<file path="src/bezier_arc_length_advance_unit_defines.svh">
// Assertion macros shared by the arc-length advance RTL.
`ifndef BEZIER_ARC_LENGTH_ADVANCE_UNIT_DEFINES_SVH
`define BEZIER_ARC_LENGTH_ADVANCE_UNIT_DEFINES_SVH

// Check a property outside reset.
`define BALA_ASSERT(lbl, prop) \
  lbl: assert property (@(posedge clk) disable iff (!rst_n) prop) \
    else $error("bala assertion failed");

// Check a property on every edge, reset included.
`define BALA_ASSERT_ALWAYS(lbl, prop) \
  lbl: assert property (@(posedge clk) prop) \
    else $error("bala assertion failed");

`endif

</file>
<file path="src/bala_pkg.sv">
`default_nettype none
package bala_pkg;

  localparam int CW = 24;                       // coordinate width, Q16.8
  localparam int RW = 17;                       // ratio width, Q1.16
  localparam logic [RW-1:0] ONE_Q16 = 17'h10000;
  localparam int NUM_REGS = 8;
  localparam int DE_CAST_OPS = 9;               // ops of one de Casteljau pass

  typedef logic signed [CW-1:0] coord_t;
  typedef logic [RW-1:0]        ratio_t;

  // Operation list of one coordinate pass over a four-tap shift line:
  // three lerps, drop, two lerps, drop, drop, final lerp.
  function automatic logic is_lerp(input logic [3:0] op);
    logic res;
    case (op)
      4'd3, 4'd6, 4'd7: res = 1'b0;
      default:          res = 1'b1;
    endcase
    return res;
  endfunction

endpackage
`default_nettype wire

</file>
<file path="src/bala_mul.sv">
`default_nettype none
module bala_mul
  import bala_pkg::*;
(
  input  wire logic               clk,
  input  wire logic signed [24:0] op_a,
  input  wire logic signed [24:0] op_b,
  output logic signed [49:0]      prod_r
);

  // Register the product every cycle
  always_ff @(posedge clk) begin
    prod_r <= op_a * op_b;
  end

endmodule
`default_nettype wire

</file>
<file path="src/bala_sqrt.sv">
`default_nettype none
module bala_sqrt
  import bala_pkg::*;
(
  input  wire logic        clk,
  input  wire logic        rst_n,
  input  wire logic        start,
  input  wire logic [49:0] value,
  output logic             busy_r,
  output logic             done_r,
  output logic [24:0]      root_r
);

  logic [49:0] v_r;
  logic [26:0] rem_r;
  logic [4:0]  cnt_r;
  logic [28:0] rem_sh;
  logic [28:0] trial;
  logic        ge;

  // One result bit per cycle, two radicand bits consumed
  always_comb begin
    rem_sh = {rem_r, v_r[49:48]};
    trial  = {2'b00, root_r, 2'b01};
    ge     = (rem_sh >= trial);
  end

  always_ff @(posedge clk) begin
    if (!rst_n) begin
      busy_r <= 1'b0;
      done_r <= 1'b0;
      cnt_r  <= '0;
    end else begin
      done_r <= 1'b0;
      if (start) begin
        busy_r <= 1'b1;
        cnt_r  <= '0;
        v_r    <= value;
        rem_r  <= '0;
        root_r <= '0;
      end else if (busy_r) begin
        v_r <= {v_r[47:0], 2'b00};
        if (ge) begin
          rem_r  <= 27'(rem_sh - trial);
          root_r <= {root_r[23:0], 1'b1};
        end else begin
          rem_r  <= rem_sh[26:0];
          root_r <= {root_r[23:0], 1'b0};
        end
        cnt_r <= cnt_r + 5'd1;
        if (cnt_r == 5'd24) begin
          busy_r <= 1'b0;
          done_r <= 1'b1;
        end
      end
    end
  end

endmodule
`default_nettype wire

</file>
<file path="src/bala_div.sv">
`default_nettype none
module bala_div
  import bala_pkg::*;
(
  input  wire logic          clk,
  input  wire logic          rst_n,
  input  wire logic          start,
  input  wire logic [CW-1:0] num,
  input  wire logic [24:0]   den,
  output logic               busy_r,
  output logic               done_r,
  output ratio_t             quo_r
);

  logic [25:0] r_r;
  logic [24:0] den_r;
  logic [4:0]  cnt_r;
  logic        ge;
  logic [25:0] r_sub;

  // Restoring division, one quotient bit per cycle; num <= den keeps it in 17 bits
  always_comb begin
    ge    = (r_r >= {1'b0, den_r});
    r_sub = ge ? (r_r - {1'b0, den_r}) : r_r;
  end

  always_ff @(posedge clk) begin
    if (!rst_n) begin
      busy_r <= 1'b0;
      done_r <= 1'b0;
      cnt_r  <= '0;
    end else begin
      done_r <= 1'b0;
      if (start) begin
        busy_r <= 1'b1;
        cnt_r  <= '0;
        r_r    <= {2'b00, num};
        den_r  <= den;
        quo_r  <= '0;
      end else if (busy_r) begin
        r_r   <= {r_sub[24:0], 1'b0};
        quo_r <= {quo_r[RW-2:0], ge};
        cnt_r <= cnt_r + 5'd1;
        if (cnt_r == 5'(RW - 1)) begin
          busy_r <= 1'b0;
          done_r <= 1'b1;
        end
      end
    end
  end

endmodule
`default_nettype wire

</file>
<file path="src/bezier_arc_length_advance_unit.sv">
// Arc-length advance along a cubic Bezier curve held in eight registers.
// Configuration: cfg_we writes cfg_data[23:0] to register cfg_index
// (p0_x, p0_y, p1_x, p1_y, p2_x, p2_y, p3_x, p3_y) on the clock edge.
// Input: in_start_ratio (Q1.16) and in_move_distance (Q16.8) transfer when
// in_valid and in_ready are high. One item is processed at a time.
// Output: out_new_ratio and out_reached_end transfer on out_valid/out_ready.
// Processing from the input transfer to out_valid: two coordinate passes for
// the start point through the shared registered 25x25 multiplier, a seek to
// the first mark, then for each chord two passes for the point, squaring,
// the bit-serial root and a compare, plus division and the result multiply
// and add in the final chord, or a direct finish when the curve runs out.
// The shared multiplier and the bit-serial root set how long this takes.
// in_ready rises together with out_valid, so a new item transfers only once
// the previous one has reached the output register.
// A result waits in the output register while the receiver stalls; the next
// input is taken meanwhile, and its result waits until the first leaves.
// Synchronous reset clears the control points to zero and drops any item.
`default_nettype none
`include "bezier_arc_length_advance_unit_defines.svh"
module bezier_arc_length_advance_unit
  import bala_pkg::*;
#(
  parameter int SEGMENTS = 10
) (
  input  wire logic          clk,
  input  wire logic          rst_n,
  input  wire logic          cfg_we,
  input  wire logic [2:0]    cfg_index,
  input  wire logic [CW-1:0] cfg_data,
  input  wire logic          in_valid,
  output logic               in_ready,
  input  wire logic [RW-1:0] in_start_ratio,
  input  wire logic [CW-1:0] in_move_distance,
  output logic               out_valid,
  input  wire logic          out_ready,
  output logic [RW-1:0]      out_new_ratio,
  output logic               out_reached_end
);

  localparam int KW = $clog2(SEGMENTS + 2);
  localparam int MW = $clog2(SEGMENTS + 1);
  localparam logic [RW-1:0] STEP_Q = RW'(65536 / SEGMENTS);
  localparam logic [MW:0]   STEP_R = (MW + 1)'(65536 % SEGMENTS);

  typedef enum logic [3:0] {
    S_IDLE, S_SEEK, S_CHECK, S_LOAD, S_NEXT, S_LERP_MUL, S_LERP_ADD,
    S_SQ_X, S_SQ_Y, S_SQ_SUM, S_SQRT, S_CMP, S_DIV, S_RES_MUL, S_RES_ADD, S_DONE
  } state_t;

  state_t state_r;
  coord_t cfg_r [NUM_REGS];
  coord_t w_r [4];
  coord_t px_r, py_r, nx_r, ny_r;
  ratio_t t_r, mark_r, frac_r, res_r;
  logic [CW-1:0] remain_r;
  logic [KW-1:0] k_r, k0_r;
  logic [MW-1:0] mrem_r;
  logic [3:0]    op_r;
  logic          coord_r, first_r, end_r;
  logic          out_valid_r;
  logic [RW-1:0] out_ratio_r;
  logic          out_end_r;
  logic [49:0]   sq_x_r;

  logic signed [24:0] mul_a, mul_b;
  logic signed [49:0] prod;
  logic [49:0]        sq_sum;
  logic               sqrt_start, sqrt_busy, sqrt_done;
  logic [24:0]        len;
  logic               div_start, div_busy, div_done;
  ratio_t             div_q;

  ratio_t             eval_t, start_sat;
  logic [RW+KW-1:0]   t_scaled;
  logic [MW:0]        mrem_sum;
  ratio_t             mark_adv;
  logic [MW-1:0]      mrem_adv;
  logic [33:0]        lerp_sh;
  coord_t             lerp_val;
  logic               fits;
  logic [RW:0]        res_sum;

  bala_mul u_mul (.clk(clk), .op_a(mul_a), .op_b(mul_b), .prod_r(prod));

  bala_sqrt u_sqrt (
    .clk(clk), .rst_n(rst_n), .start(sqrt_start), .value(sq_sum),
    .busy_r(sqrt_busy), .done_r(sqrt_done), .root_r(len)
  );

  bala_div u_div (
    .clk(clk), .rst_n(rst_n), .start(div_start), .num(remain_r), .den(len),
    .busy_r(div_busy), .done_r(div_done), .quo_r(div_q)
  );

  // Saturate start, find first segment index
  always_comb begin
    start_sat = (in_start_ratio > ONE_Q16) ? ONE_Q16 : in_start_ratio;
    t_scaled  = (RW + KW)'(start_sat) * (RW + KW)'(SEGMENTS);
  end

  // Step the segment mark by 1/SEGMENTS with a carried remainder
  always_comb begin
    mrem_sum = {1'b0, mrem_r} + STEP_R;
    if (mrem_sum >= (MW + 1)'(SEGMENTS)) begin
      mrem_adv = MW'(mrem_sum - (MW + 1)'(SEGMENTS));
      mark_adv = mark_r + STEP_Q + RW'(1);
    end else begin
      mrem_adv = mrem_sum[MW-1:0];
      mark_adv = mark_r + STEP_Q;
    end
  end

  // Shared multiplier operand select
  always_comb begin
    eval_t = first_r ? t_r : mark_r;
    mul_a  = '0;
    mul_b  = '0;
    case (state_r)
      S_LERP_MUL: begin
        mul_a = {w_r[1][CW-1], w_r[1]} - {w_r[0][CW-1], w_r[0]};
        mul_b = {8'd0, eval_t};
      end
      S_SQ_X: begin
        mul_a = {nx_r[CW-1], nx_r} - {px_r[CW-1], px_r};
        mul_b = mul_a;
      end
      S_SQ_Y: begin
        mul_a = {ny_r[CW-1], ny_r} - {py_r[CW-1], py_r};
        mul_b = mul_a;
      end
      S_RES_MUL: begin
        mul_a = {8'd0, RW'(mark_r - t_r)};
        mul_b = {8'd0, frac_r};
      end
      default: begin
        mul_a = '0;
        mul_b = '0;
      end
    endcase
  end

  // Datapath helpers
  always_comb begin
    lerp_sh    = 34'((prod + 50'sd32768) >>> 16);
    lerp_val   = coord_t'(w_r[0] + lerp_sh[CW-1:0]);
    sq_sum     = sq_x_r + $unsigned(prod);
    fits       = ({1'b0, remain_r} <= len);
    res_sum    = {1'b0, t_r} + {1'b0, prod[32:16]};
    sqrt_start = (state_r == S_SQ_SUM);
    div_start  = (state_r == S_CMP) && fits && (len != '0);
    in_ready   = (state_r == S_IDLE);
  end

  // Configuration registers
  always_ff @(posedge clk) begin
    if (!rst_n) begin
      for (int i = 0; i < NUM_REGS; i++) cfg_r[i] <= '0;
    end else if (cfg_we) begin
      cfg_r[cfg_index] <= cfg_data;
    end
  end

  // Sequencer and working registers
  always_ff @(posedge clk) begin
    if (!rst_n) begin
      state_r     <= S_IDLE;
      out_valid_r <= 1'b0;
      k_r         <= '0;
    end else begin
      // drop the output once it transfers, unless a new result replaces it
      if (out_valid_r && out_ready && state_r != S_DONE) out_valid_r <= 1'b0;
      case (state_r)
        S_IDLE: begin
          if (in_valid) begin
            t_r      <= start_sat;
            remain_r <= in_move_distance;
            k0_r     <= KW'(t_scaled >> 16) + KW'(1);
            k_r      <= '0;
            mark_r   <= '0;
            mrem_r   <= '0;
            first_r  <= 1'b1;
            coord_r  <= 1'b0;
            state_r  <= S_LOAD;
          end
        end
        S_SEEK: begin
          // advance mark until it belongs to k0
          if (k_r == k0_r) begin
            state_r <= S_CHECK;
          end else begin
            k_r    <= k_r + KW'(1);
            mark_r <= mark_adv;
            mrem_r <= mrem_adv;
          end
        end
        S_CHECK: begin
          if (k_r > KW'(SEGMENTS)) begin
            res_r   <= ONE_Q16;
            end_r   <= (remain_r != '0);
            state_r <= S_DONE;
          end else begin
            first_r <= 1'b0;
            coord_r <= 1'b0;
            state_r <= S_LOAD;
          end
        end
        S_LOAD: begin
          w_r[0]  <= cfg_r[{2'd0, coord_r}];
          w_r[1]  <= cfg_r[{2'd1, coord_r}];
          w_r[2]  <= cfg_r[{2'd2, coord_r}];
          w_r[3]  <= cfg_r[{2'd3, coord_r}];
          op_r    <= '0;
          state_r <= S_NEXT;
        end
        S_NEXT: begin
          if (op_r == 4'(DE_CAST_OPS)) begin
            // store the finished coordinate
            if (coord_r == 1'b0) begin
              if (first_r) px_r <= w_r[3];
              else         nx_r <= w_r[3];
              coord_r <= 1'b1;
              state_r <= S_LOAD;
            end else begin
              if (first_r) begin
                py_r    <= w_r[3];
                state_r <= S_SEEK;
              end else begin
                ny_r    <= w_r[3];
                state_r <= S_SQ_X;
              end
            end
          end else if (is_lerp(op_r)) begin
            state_r <= S_LERP_MUL;
          end else begin
            // drop the leading tap
            w_r[0] <= w_r[1];
            w_r[1] <= w_r[2];
            w_r[2] <= w_r[3];
            op_r   <= op_r + 4'd1;
          end
        end
        S_LERP_MUL: state_r <= S_LERP_ADD;
        S_LERP_ADD: begin
          w_r[0]  <= w_r[1];
          w_r[1]  <= w_r[2];
          w_r[2]  <= w_r[3];
          w_r[3]  <= lerp_val;
          op_r    <= op_r + 4'd1;
          state_r <= S_NEXT;
        end
        S_SQ_X: state_r <= S_SQ_Y;
        S_SQ_Y: begin
          sq_x_r  <= prod;
          state_r <= S_SQ_SUM;
        end
        S_SQ_SUM: state_r <= S_SQRT;
        S_SQRT: begin
          if (sqrt_done) state_r <= S_CMP;
        end
        S_CMP: begin
          if (fits) begin
            if (len == '0) begin
              frac_r  <= '0;
              state_r <= S_RES_MUL;
            end else begin
              state_r <= S_DIV;
            end
          end else begin
            // walk past this chord
            remain_r <= remain_r - len[CW-1:0];
            px_r     <= nx_r;
            py_r     <= ny_r;
            t_r      <= mark_r;
            k_r      <= k_r + KW'(1);
            mark_r   <= mark_adv;
            mrem_r   <= mrem_adv;
            state_r  <= S_CHECK;
          end
        end
        S_DIV: begin
          if (div_done) begin
            frac_r  <= div_q;
            state_r <= S_RES_MUL;
          end
        end
        S_RES_MUL: state_r <= S_RES_ADD;
        S_RES_ADD: begin
          res_r   <= (res_sum > {1'b0, ONE_Q16}) ? ONE_Q16 : res_sum[RW-1:0];
          end_r   <= 1'b0;
          state_r <= S_DONE;
        end
        S_DONE: begin
          if (!out_valid_r || out_ready) begin
            out_valid_r <= 1'b1;
            out_ratio_r <= res_r;
            out_end_r   <= end_r;
            state_r     <= S_IDLE;
          end
        end
        default: state_r <= S_IDLE;
      endcase
    end
  end

  assign out_valid       = out_valid_r;
  assign out_new_ratio   = out_ratio_r;
  assign out_reached_end = out_end_r;

  `BALA_ASSERT(a_ratio_max, out_valid_r |-> out_ratio_r <= ONE_Q16)
  `BALA_ASSERT(a_end_clamps, out_valid_r && out_end_r |-> out_ratio_r == ONE_Q16)
  `BALA_ASSERT(a_idle_units, state_r == S_IDLE |-> !sqrt_busy && !div_busy)
  `BALA_ASSERT(a_k_bound, k_r <= KW'(SEGMENTS + 1))
  `BALA_ASSERT_ALWAYS(a_reset_out, !rst_n |=> !out_valid_r)

endmodule
`default_nettype wire
</file>
<file path="config.mk">
export PLATFORM = sky130hd
export DESIGN_NAME = bezier_arc_length_advance_unit
export DESIGN_NICKNAME = d
export VERILOG_FILES = /design/src/bala_pkg.sv /design/src/bala_mul.sv /design/src/bala_sqrt.sv /design/src/bala_div.sv /design/src/bezier_arc_length_advance_unit.sv
export VERILOG_INCLUDE_DIRS = /design/src /design/src/src
export SDC_FILE = /design/constraint.sdc
export NUM_CORES = 2
export LEC_CHECK = 0
export ABC_AREA = 1
export BUFFER_PORTS_ARGS = -buffer_cell sky130_fd_sc_hd__buf_4
export CORE_MARGIN = 8
export CORE_UTILIZATION = 65
export DETAILED_ROUTE_END_ITERATION = 8
export HOLD_SLACK_MARGIN = 0.06
export MAX_ROUTING_LAYER = met4
export PLACE_DENSITY_LB_ADDON = 0.1
export SLEW_MARGIN = 0
export SYNTH_ARGS = -nofsm -noshare
export SYNTH_HDL_FRONTEND = slang
export SYNTH_HIERARCHICAL = 1
export SYNTH_SLANG_ARGS = --single-unit
export TNS_END_PERCENT = 20
</file>
<file path="constraint.sdc">
create_clock -name clk -period 20.9 [get_ports clk]
set_input_delay 3.135 -clock clk [delete_from_list [all_inputs] [get_ports clk]]
set_output_delay 3.135 -clock clk [all_outputs]
set_load 0.02 [all_outputs]
</file>
==> impl_results.md <==
- Unrepaired setup endpoints after global routing: false
- H-tree Lvls: 3
- Root Driver: clkbuf_16
- Final hold slack: slightly above 400 ps
- IO Port Bufs: 92
- Final std cells w/o fill: approximately 11000
- Post-synthesis async set-or-reset flop share: 0
- Pin count of the biggest net entering global routing: 100
- Dpl ws: around 11000 ps
- Hold Path Sink: out_new_ratio[3]
- Post-layout instance area: 0.0807 mm²
- Yosys top cell by area: edfxtp_1
- I/O Pins: just over 90
- Min Clock Period, post-route: roughly 9600 ps
- Antenna violations before repair: 5
- R2R Setup Slk: 11290 ps
- Postcts setup bufs: 0
- Beginning of the worst hold path: res_r[3]
- Top cell type's share of synthesized area: 0.290
- Synth Register Bits: between 800 and 900
- CP Launch Type: register
- Leak pwr: 41.9 nW
- Maximum vdd drop: roughly 0.000098 V
- Total CTS buffers: about 90
- Setup ws final: roughly 11000 ps
- CP arrival: approximately 10000 ps
- Most numerous cell in the Yosys netlist: nand2_1
- HPWL reported at the end of detailed placement: 179000 µm
- Post-Synthesis Cells: roughly 9600
- Post-CTS Hold Buffers: 0
- Final Hold Viols: 0
- Finished Core Util: 0.698
- Initial DRT Pass Iterations: 7
- Crit path top cell by count: nand2_1
- Worst r2r path cells: 39
- Vias in the first global route: between 60000 and 70000
- Core ar.: 0.116 mm²
- CTS Buffer Depth: 3
- PD cells: around 60 mW/mm²
- Clock sink total: between 800 and 900
- Post-Syn Area: 0.0754 mm²
- Max Fanout on Critical Path: 25
- Starting Density: 0.652
- CP Class: register to register
- Final Slew Violations: 0
- Clk slew on worst S/H paths: 60 ps
- CTS tree: yes
- Row cnt: about 130
- Buf/Inv on CP: 8
- Drt first-iter violations: 7042
- Total grt overflow: 0
- Placement Cell Area: roughly 0.078 mm²
- Worst reg2reg startpoint: nx_r[0]
- Worst setup EP type: register
- Main synth FF type: edfxtp_1
- Area contributors post-synth: edfxtp_1, fa_1, nand2_1, inv_1, ha_1
- Warnings from Yosys: 6
- EDFF count, synth: between 700 and 800
- Layout cells sized above 1: 0.0560
- Final setup violation count: 0
- Seq/Total Area, Yosys: 0.310
- Reg-to-reg endpoint: u_mul/prod_r[47]
- Via-to-Cell Ratio: about 5.7
- Post-synth top cells: nand2_1, inv_1, nor2_1
- Die ar.: roughly 0.13 mm²
- Maxcap violations: 0
- Via count: roughly 64000
- Final #Nets: 10800
- Routed len/inst: 20.5 µm
- Status: complete, no violations
- # fillers: 9270
- Hold Path Class: register to register
- Placed instance count: roughly 11000
- Die Y: 357 µm
- Total global-route track usage: 0.370
- Worst hold path depth: 0
- Worst path depth: 39
- Top delay family on crit path: adder cells
- Fin Setup TNS: 0 ps
- Mean Syn Cell Area: 7.84 µm²
- Slowest stage cell, crit path: fa_1
- Global-route wire length before repair: between 300000 and 400000 µm
- Distinct cells, synth: 75
- DRC violations left: 0
- Routability cong.: 1.02
- Syn_nets: around 11000
- Post-route ant nets: 0
- Least-Margin Pin Slew: around 1200 ps
- Number of gates resized after cts: 0
- Clock latency on the worst-skew pair: approximately 700 ps
- Die width: 357 µm
- Crit share post-route: 0.460
- Clk_skew: 57.3 ps
- Total power: 4.71 mW
- Slew headroom: 0.189
- Critical path's largest stage delay: approximately 1100 ps
- Worst path required time: ~22000 ps
- Routed WL: ~230000 µm
- Syn-to-layout area delta: 7.02%
- FMAX: 0.104 GHz
[worst register-to-register path, delay by kind of cell (launching register included)]
kind,cells,cell delay (ps)
AOI/OAI and AO/OA,1,200
adders and majority gates,10,5540
buffers and inverters,8,1080
DFF,1,380
and+or+nand+nor,20,2310
[cells in the final DEF (no fill, tap or decap), drive strengths merged, types with 23 or more instances in the layout]
master and count:
nand2 2692, xnor2 81, a21oi 383, a21o 26
o21bai 33, edfxtp 728, a31oi 31, nand3b 23
o21ai 427, clkbuf 108, dfxtp 74, nand3 315
clkinv 43, inv 2127, nor4 32, xor2 85
nor3 68, or2 38, fa 667, nor2 838
ha 437, nand4 115, buf 188
[flip-flops by register name, indices dropped and copies added, names as in the netlist, 24 cells and up, named ones only]
name / flops
cfg_r: 192
w_r: 96
sq_x_r: 50
u_mul/prod_r: 50
u_sqrt/v_r: 50
u_sqrt/rem_r: 27
u_div/r_r: 26
u_div/den_r: 25
u_sqrt/root_r: 25
nx_r: 24
ny_r: 24
px_r: 24
py_r: 24
remain_r: 24
[worst max path at each step]
stage                 start               end  slack (ps)
floorplan           nx_r[0]  u_mul/prod_r[44]       12490
global placement    nx_r[0]  u_mul/prod_r[44]       11480
detailed placement  nx_r[0]  u_mul/prod_r[47]       11340
CTS                 nx_r[0]  u_mul/prod_r[47]       11280
global route        nx_r[0]  u_mul/prod_r[47]       10670
finish              nx_r[0]  u_mul/prod_r[47]       11290
[layer usage]
layer | vias to the layer above | wire length [µm] | part of all wire | global-route usage
li1 | 29700 | - | - | -
met1 | 30500 | 90100 | 0.39 | 0.474
met2 | 3449 | 107000 | 0.47 | 0.595
met3 | 639 | 23300 | 0.10 | 0.0633
met4 | 0 | 9650 | 0.042 | 0.136
met5 | - | 0 | 0 | -
[power by group]
part	internal, mW	leakage, nW	switching [mW]	total (mW)
logic	0.323	33.2	0.760	1.08
registers	1.89	7.27	0.119	2.01
clock network	0.900	1.44	0.716	1.62
[final cells by class]
type                            instances  area, µm²  area share
Antenna cell                            8       20.0    0.000248
Clock buffer                          108       2330      0.0289
Clock inverter                         60        671     0.00831
Inverter                             2124       7970      0.0988
Multi-Input combinational cell       6404      43000       0.533
Sequential cell                       802      23300       0.289
Tap cell                             1524       1910      0.0236
Timing Repair Buffer                  188       1410      0.0175
[logic make-up (layout without fill, tap and decap cells)]
kind of cell               Yosys count  in the layout  share of synthesized area
AOI/OAI and AO/OA                  982            982                     0.0718
xor gates and xnor gates           166            166                     0.0194
adders and majority gates         1104           1104                      0.250
buffers and inverters             2407           2480                      0.122
DFF                                802            802                      0.310
muxes                               18             18                    0.00247
other                                0              8                          0
and+or+nand+nor                   4134           4134                      0.225
No activity file was read; power rests on OpenSTA's default activity.
